`src/design/ftg_pkg.sv`:
```
// Package with types, constants and sequencer codes of the foot trajectory generator.
package ftg_pkg;

  localparam int CW = 20;
  localparam int PHASE_BITS_DEF = 10;

  localparam logic [24:0] ONE_Q24 = 25'd16777216;
  localparam logic [23:0] STEP_MAX = 24'd16777215;
  localparam logic [31:0] C1_Q30 = 32'd1686629713;
  localparam logic [31:0] C3_Q30 = 32'd693598668;
  localparam logic [31:0] C5_Q30 = 32'd85569306;
  localparam logic [31:0] C7_Q30 = 32'd5026995;
  localparam logic [31:0] C9_Q30 = 32'd172272;
  localparam logic [16:0] K_ONE = 17'd65536;

  localparam int DIV_STEPS = 40;
  localparam int DIV_CNT_W = $clog2(DIV_STEPS);

  // Operation codes of an input request.
  localparam logic [1:0] OP_TICK    = 2'd0;
  localparam logic [1:0] OP_SET     = 2'd1;
  localparam logic [1:0] OP_HOLD    = 2'd2;
  localparam logic [1:0] OP_RELEASE = 2'd3;

  // Configuration register indexes.
  localparam logic [2:0] REG_HOME_X     = 3'd0;
  localparam logic [2:0] REG_HOME_Y     = 3'd1;
  localparam logic [2:0] REG_HOME_Z     = 3'd2;
  localparam logic [2:0] REG_TICK       = 3'd3;
  localparam logic [2:0] REG_MIN_DUR    = 3'd4;
  localparam logic [2:0] REG_SWING_THR  = 3'd5;

  localparam logic signed [CW-1:0] HOME_X_RST = 20'sd0;
  localparam logic signed [CW-1:0] HOME_Y_RST = 20'sd1311;
  localparam logic signed [CW-1:0] HOME_Z_RST = 20'sd13107;
  localparam logic [15:0] TICK_RST = 16'd655;
  localparam logic [19:0] MIN_DUR_RST = 20'd13107;
  localparam logic [18:0] SWING_THR_RST = 19'd328;

  // Sequencer steps; each step is both a controller state and a datapath command.
  localparam logic [5:0] ST_IDLE     = 6'd0;
  localparam logic [5:0] ST_SET      = 6'd1;
  localparam logic [5:0] ST_DIV      = 6'd2;
  localparam logic [5:0] ST_DIV_END  = 6'd3;
  localparam logic [5:0] ST_HOLD     = 6'd4;
  localparam logic [5:0] ST_RELEASE  = 6'd5;
  localparam logic [5:0] ST_TICK_FIN = 6'd6;
  localparam logic [5:0] ST_PHASE    = 6'd7;
  localparam logic [5:0] ST_M_UU     = 6'd8;
  localparam logic [5:0] ST_W_U2     = 6'd9;
  localparam logic [5:0] ST_M_R9     = 6'd10;
  localparam logic [5:0] ST_W_R7     = 6'd11;
  localparam logic [5:0] ST_M_R7     = 6'd12;
  localparam logic [5:0] ST_W_R5     = 6'd13;
  localparam logic [5:0] ST_M_R5     = 6'd14;
  localparam logic [5:0] ST_W_R3     = 6'd15;
  localparam logic [5:0] ST_M_R3     = 6'd16;
  localparam logic [5:0] ST_W_R1     = 6'd17;
  localparam logic [5:0] ST_M_UR     = 6'd18;
  localparam logic [5:0] ST_W_S      = 6'd19;
  localparam logic [5:0] ST_M_SS     = 6'd20;
  localparam logic [5:0] ST_W_K      = 6'd21;
  localparam logic [5:0] ST_M_CX     = 6'd22;
  localparam logic [5:0] ST_W_CX     = 6'd23;
  localparam logic [5:0] ST_M_CY     = 6'd24;
  localparam logic [5:0] ST_W_CY     = 6'd25;
  localparam logic [5:0] ST_M_CZ     = 6'd26;
  localparam logic [5:0] ST_W_CZ     = 6'd27;
  localparam logic [5:0] ST_M_BU     = 6'd28;
  localparam logic [5:0] ST_W_W0     = 6'd29;
  localparam logic [5:0] ST_M_BT     = 6'd30;
  localparam logic [5:0] ST_W_W2     = 6'd31;
  localparam logic [5:0] ST_M_B0     = 6'd32;
  localparam logic [5:0] ST_W_B0     = 6'd33;
  localparam logic [5:0] ST_M_B1     = 6'd34;
  localparam logic [5:0] ST_W_B1     = 6'd35;
  localparam logic [5:0] ST_M_B2     = 6'd36;
  localparam logic [5:0] ST_W_B2     = 6'd37;
  localparam logic [5:0] ST_OUT      = 6'd38;

  typedef struct packed {
    logic [1:0]           operation;
    logic signed [CW-1:0] dest_x;
    logic signed [CW-1:0] dest_y;
    logic signed [CW-1:0] dest_z;
    logic [19:0]          move_duration;
    logic signed [CW-1:0] lift_height;
  } in_item_t;

  typedef struct packed {
    logic signed [CW-1:0] pos_x;
    logic signed [CW-1:0] pos_y;
    logic signed [CW-1:0] pos_z;
    logic                 moving;
    logic                 holding;
  } out_item_t;

  typedef struct packed {
    logic [5:0] step;
    logic       take;
    logic       load_out;
  } cmd_t;

  typedef struct packed {
    logic phase_done;
    logic holding;
    logic swinging;
  } status_t;

endpackage

```
`src/design/ftg_ctrl.sv`:
```
// Sequencer that steps the datapath through set, tick, hold and release requests.
module ftg_ctrl (
  input  logic             clk,
  input  logic             rst,
  input  logic             in_valid,
  input  logic [1:0]       in_op,
  output logic             in_ready,
  output logic             out_valid,
  input  logic             out_ready,
  input  ftg_pkg::status_t status,
  output ftg_pkg::cmd_t    cmd
);

  logic [5:0]                    state;
  logic [5:0]                    state_next;
  logic [ftg_pkg::DIV_CNT_W-1:0] div_cnt;
  logic                          accept;
  logic                          load;

  assign in_ready = (state == ftg_pkg::ST_IDLE);
  assign accept   = in_valid && in_ready;
  assign load     = (state == ftg_pkg::ST_OUT) && (!out_valid || out_ready);

  assign cmd.step     = state;
  assign cmd.take     = accept;
  assign cmd.load_out = load;

  always_comb begin
    state_next = state + 6'd1;
    case (state)
      ftg_pkg::ST_IDLE: begin
        state_next = ftg_pkg::ST_IDLE;
        if (accept) begin
          case (in_op)
            ftg_pkg::OP_TICK: begin
              if (status.holding) state_next = ftg_pkg::ST_OUT;
              else if (status.phase_done) state_next = ftg_pkg::ST_TICK_FIN;
              else state_next = ftg_pkg::ST_PHASE;
            end
            ftg_pkg::OP_SET: begin
              state_next = status.holding ? ftg_pkg::ST_OUT : ftg_pkg::ST_SET;
            end
            ftg_pkg::OP_HOLD: state_next = ftg_pkg::ST_HOLD;
            default: state_next = ftg_pkg::ST_RELEASE;
          endcase
        end
      end
      ftg_pkg::ST_DIV: begin
        if (div_cnt == ftg_pkg::DIV_CNT_W'(ftg_pkg::DIV_STEPS - 1))
          state_next = ftg_pkg::ST_DIV_END;
        else
          state_next = ftg_pkg::ST_DIV;
      end
      ftg_pkg::ST_DIV_END, ftg_pkg::ST_HOLD, ftg_pkg::ST_RELEASE,
      ftg_pkg::ST_TICK_FIN, ftg_pkg::ST_W_CZ: state_next = ftg_pkg::ST_OUT;
      ftg_pkg::ST_W_CY: begin
        state_next = status.swinging ? ftg_pkg::ST_M_BU : ftg_pkg::ST_M_CZ;
      end
      ftg_pkg::ST_OUT: state_next = load ? ftg_pkg::ST_IDLE : ftg_pkg::ST_OUT;
      default: state_next = state + 6'd1;
    endcase
  end

  always_ff @(posedge clk) begin
    if (rst) begin
      state     <= ftg_pkg::ST_IDLE;
      div_cnt   <= '0;
      out_valid <= 1'b0;
    end else begin
      state <= state_next;
      if (state == ftg_pkg::ST_SET) div_cnt <= '0;
      else if (state == ftg_pkg::ST_DIV) div_cnt <= div_cnt + 1'b1;
      if (load) out_valid <= 1'b1;
      else if (out_ready) out_valid <= 1'b0;
    end
  end

endmodule

```
`config.mk`:
```
export PLATFORM = sky130hd
export DESIGN_NAME = ftg_ctrl
export DESIGN_NICKNAME = d
export VERILOG_FILES = /design/src/design/ftg_pkg.sv /design/src/design/ftg_ctrl.sv
export SDC_FILE = /design/constraint.sdc
export NUM_CORES = 1
export LEC_CHECK = 0
export ABC_AREA = 1
export BUFFER_PORTS_ARGS = -buffer_cell sky130_fd_sc_hd__buf_4
export CELL_PAD_IN_SITES_DETAIL_PLACEMENT = 1
export CELL_PAD_IN_SITES_GLOBAL_PLACEMENT = 2
export CORE_ASPECT_RATIO = 1.4
export CORE_UTILIZATION = 32
export CTS_BUF_LIST = sky130_fd_sc_hd__clkbuf_4 sky130_fd_sc_hd__clkbuf_8
export DETAILED_ROUTE_END_ITERATION = 8
export PLACE_DENSITY_LB_ADDON = 0.12
export SKIP_LAST_GASP = 1
export SLEW_MARGIN = 20
export SYNTH_ARGS = -nofsm -noshare
export SYNTH_HDL_FRONTEND = slang
export SYNTH_SLANG_ARGS = --single-unit
```
`constraint.sdc`:
```
create_clock -name clk -period 3.4 [get_ports clk]
set_clock_uncertainty 0.15 [all_clocks]
set_input_delay 0 -clock clk [delete_from_list [all_inputs] [get_ports clk]]
set_output_delay 0 -clock clk [all_outputs]
set_load 0.01 [all_outputs]
```
After elaboration in Yosys (flattened, before gate mapping)
Cells that the tools add are included.
{"block": "op_classes", "n_addsub": 2, "n_eq_ne": 12, "muxes": 11, "n_reduce_logical": 9}
{"op": "case mux 6 bit (5 select lines)", "n": 1}
{"op": "2-to-1 mux 6 bit", "n": 4}
{"op": "equality test 6 x 3 -> 1 bit (second input constant)", "n": 3}
{"op": "case mux 6 bit (3 select lines)", "n": 1}
{"op": "adder 6 x 1 -> 6 bit (second input constant)", "n": 2}
{"op": "equality test 6 x 2 -> 1 bit (second input constant)", "n": 2}
{"op": "equality test 6 x 5 -> 1 bit (second input constant)", "n": 2}
{"op": "equality test 6 bit (second input constant)", "n": 2}
{"op": "equality test 6 x 1 -> 1 bit (second input constant)", "n": 1}
{"op": "zero test 6 bit", "n": 1}
{"op": "OR reduction 5 bit", "n": 1}
{"op": "2-to-1 mux 1 bit", "n": 4}
{"op": "2-to-1 mux 3 bit", "n": 1}
{"op": "equality test 2 x 1 -> 1 bit (second input constant)", "n": 1}
{"op": "equality test 2 bit (second input constant)", "n": 1}
{"op": "logical AND 1 bit", "n": 2}
{"op": "zero test 2 bit", "n": 1}
{"op": "nonzero test 2 bit", "n": 1}
{"op": "OR reduction 2 bit", "n": 1}
{"op": "zero test 1 bit", "n": 1}
{"op": "logical OR 1 bit", "n": 1}
{"block": "word_totals", "ff_bits": 13, "out_inout_bits": 10, "elab_cells": 37}

Longest topological paths before layout
{"block": "depth", "ltp_word": 5, "depth_mapped": 10, "ltp_nobuf": 10}

Worst setup path before layout
No wires, ideal clock.
{"block": "synth_path", "kind": "flip-flop to flip-flop", "start": "register state[0]", "end": "register state[0]", "arrival_time_ps": 1344, "path_slack_ps": 1793, "stages_incl_launch_ff": 11, "n_path_buf": 0, "path_cell_list": "dfxtp_1 inv_1 ha_1 nand3_1 nor2_2 inv_1 nand3_1 nor2_2 nand2_1 nand2_1 nor2_1"}
{"block": "synth_between", "elab_chain_cells": 4}
{"item": "start: declaration", "line_no": "ftg_ctrl.sv:14", "text": "logic [5:0] state;"}
{"item": "start signal: assignment", "line_no": "ftg_ctrl.sv:66", "text": "state <= ftg_pkg::ST_IDLE;"}
{"item": "start signal: assignment", "line_no": "ftg_ctrl.sv:70", "text": "state <= state_next;"}
{"item": "branches (longest 3 deep; another with adder 6 x 1 -> 6 bit)"}
{"item": "case mux 6 bit (5 select lines) (*)", "line_no": "ftg_ctrl.sv:30", "text": "case (state)"}
Mark *: on every way between the ends.
A chain may end at the register's enable or synchronous reset.

Worst setup path in the final report
{"block": "layout_path", "start": "register state[0]", "end": "register state[5]"}
{"block": "layout_between", "elab_chain_cells": 4}
{"item": "branches (longest 3 deep; another with adder 6 x 1 -> 6 bit)"}
{"item": "case mux 6 bit (5 select lines) (*)", "line_no": "ftg_ctrl.sv:30"}
Marked as above.

==> impl_metrics.py <==
metrics = {
    "run_status": {
        "run_status": "complete, no violations",
    },
    "floorplan": {
        "dieArea_mm2": 0.00315,
        "die_h_um": 66.0,
        "core-area_mm2": 0.00270,
        "initial_core_util_pct": 34.7,
        "ios": 19,
        "num_rows": 22,
        "die_w_um": 47.7,
    },
    "worst_setup_path": {
        "crit_path_end_kind": "flip-flop",
        "r2r-start": "state[0]$_SDFF_PP0_",
        "critPathKind": "reg2reg",
        "r2r_end": "state[5]$_SDFF_PP0_",
        "worst-r2r-cell-count": 10,
        "critPathRequiredTime_ps": 3480,
        "worstPathArrival_ps": 2340,
        "crit_fanout": 6,
        "start_kind": "flip-flop",
        "r2r_setup_slack_ps": 1140,
    },
    "clock_network": {
        "clockRootBuffer": "clkbuf_4",
        "cts.clk_slew.worst_paths_ps": 90,
        "post_cts_buffers": 0,
        "cts_max_level": 1,
        "numCtsBuffers": 3,
        "cts_buffer_depth": 2,
        "clock_sinks": 13,
        "clock_latency_ps": 280,
        "cts_tree": "done",
    },
    "logic_synthesis": {
        "syn_avg_cell_area_um2": 6.73,
        "yosys_warnings": 0,
        "yosys-top-cells-area": "dfxtp_1 (28%), nand2_1 (11%), nor2_1 (8.8%), nand3_1 (7.5%), inv_1 (7.2%)",
        "yosysTopAreaCellShare_pct": 27.8,
        "synth_area_um2": 936,
        "ys_types": 24,
        "ys_seq_area_share_pct": 27.8,
        "ys_ff_latch": 13,
        "yosysTopAreaCell": "dfxtp_1",
        "syn-num-nets": 153,
        "syn-instance-count": 139,
    },
    "drt": {
        "met2WireLength_um": 1410,
        "wl_met3_um": 37,
        "via_per_inst": 4.74,
        "dr.max_layer_used": "met4",
        "num_vias": 938,
        "dr.first_iter.drc_count": 6,
        "wl_um": 2450,
        "drt_pre_antenna_iters": 4,
        "drc": 0,
        "wl_met1_um": 948,
        "wl_per_cell_um": 12.4,
        "drtAntennaViolNets": 0,
    },
    "sta": {
        "setup-tns-final_ps": 0,
        "finalHoldViolCount": 0,
        "rsz0062_at_grt": "false",
        "tightest_slew_ps": 369,
        "layout_min_cycle_time_ps": 2260,
        "finalSetupViolations": 0,
        "max_freq_mhz": 443,
        "period_share_pct": 66.3,
        "timing.hold.ws_ps": 12.7,
        "relSlewSlack_pct": 75.3,
        "drv_slew": 0,
    },
    "grt": {
        "grt_pass1_vias": 1002,
        "grt_use_total_pct": 18.6,
        "grt_overflow_total": 0,
        "grt_max_degree": 10,
        "grt_pass1_wl_um": 4180,
        "antenna_found_initial": 0,
    },
    "layout": {
        "nNetsFinal": 177,
        "antennaDiodeCount": 0,
        "fillers": 394,
        "finalNonFillerCells": 198,
        "drive_gt1_share_pct": 22.2,
        "area_growth_pct": 23.9,
        "final_util_pct": 43.0,
    },
    "placed_design": {
        "io_buffers": 18,
        "dp.cells": 190,
        "place.gp.congestion": 0.788,
        "post-dp-hpwl_um": 2060,
    },
    "power": {
        "leakagePower_uw": 0.000536,
        "p_per_area_mw_per_mm2": 630,
        "vdd_drop_max_uv": 259,
    },
    "hold_path": {
        "hold_depth": 6,
        "hold_path_class": "in2reg",
        "hold_end": "state[2]$_SDFF_PP0_",
        "min_from": "in_op[0]",
    },
    "run": {
        "maxCapViolations": 0,
    },
}
-- sequential cells by signal, summed over array words and instances, names as in the netlist --
signal	cells
div_cnt	6
out_valid	1
state	6
-- where the power goes --
| part | internal [µW] | switching, µW | total [µW] |
|---|---|---|---|
| combinational | 165 | 238 | 403 |
| clock | 53.5 | 57.8 | 111 |
| sequential | 176 | 40.9 | 217 |
-- cell families after synthesis --
logic type | after synthesis | synth area share [%]
xor+xnor | 6 | 5.61
simple gates | 80 | 41.4
flops | 13 | 27.8
compound gates | 14 | 8.42
fa+ha+maj | 5 | 6.68
buf+inv | 21 | 10.0
-- metal layers --
metal / global-route usage, % / up-vias
li1: - / 480
met1: 18.2 / 441
met2: 35.6 / 11
met3: 1.64 / 6
met4: 9.03 / 0
met5: 0 / -
-- layout by cell type, fill, tap and decap left out, drive strengths merged --
| cell | count |
|---|---|
| o21bai | 1 |
| dlygate4sd3 | 4 |
| nor2 | 30 |
| or2 | 2 |
| dfxtp | 13 |
| o21ai | 3 |
| nor3 | 2 |
| buf | 18 |
| nand2 | 28 |
| inv | 18 |
| a21oi | 9 |
| nand3 | 16 |
| o21a | 1 |
| nand4 | 2 |
| xor2 | 4 |
| ha | 5 |
| xnor2 | 2 |
| clkbuf | 4 |
-- layout make-up --
class,instances,area (µm²),share of cell area [%]
clock buffer,4,30.0,2.59
inverter,18,67.6,5.83
multi-input combinational,105,582,50.2
sequential,13,260,22.4
tap,36,45.0,3.88
timing repair buffer,22,175,15.1
-- worst max path at each step --
| stage | end | startpoint | slack [ps] |
|---|---|---|---|
| finish | state[5]$_SDFF_PP0_ | state[0]$_SDFF_PP0_ | 1140 |
| global route | state[5]$_SDFF_PP0_ | state[0]$_SDFF_PP0_ | 920 |
| CTS | state[5]$_SDFF_PP0_ | state[0]$_SDFF_PP0_ | 1120 |
| detailed placement | state[1]$_SDFF_PP0_ | state[0]$_SDFF_PP0_ | 1560 |
| global placement | state[1]$_SDFF_PP0_ | state[0]$_SDFF_PP0_ | 1580 |
| floorplan | state[0]$_SDFF_PP0_ | state[0]$_SDFF_PP0_ | 1790 |
-- stage by stage --
| step | worst slack, ps | total power, µW | cell area [µm²] |
|---|---|---|---|
| after floorplan | 1790 | 505 | 936 |
| after global placement | 1580 | 613 | 1090 |
| after detailed placement | 1560 | 621 | 1090 |
| after CTS | 1120 | 746 | 1160 |
| after global routing | 922 | 799 | 1160 |
| final | 1140 | 731 | 1160 |
-- cells in the mapped netlist, drive strengths merged --
library cell,n
inv,18
nand4,2
ha,5
nor3,2
xnor2,2
o21ai,3
o21bai,1
buf,3
nand3,16
nor2,30
nand2,28
or2,2
o21a,1
xor2,4
dfxtp,13
a21oi,9
-- worst max-delay path, cell delays in order, from the launching register on --
cell and delay, ps:
dfxtp_1 450, inv_1 100, ha_1 240, nor2_1 100, nand2_1 70, nand2_2 100
nand3_1 120, nor2_2 140, nand3_1 90, a21oi_1 120, dlygate4sd3_1 550
-- what timing repair did --
item / 4_1_cts / 5_1_grt
endpoints found under the setup margin: 0 / 0
hold buffers: 4 / 0
resized for setup: 0 / 0
endpoints found under the hold margin: 8 / 0
Power figures use the tool's default switching activity.
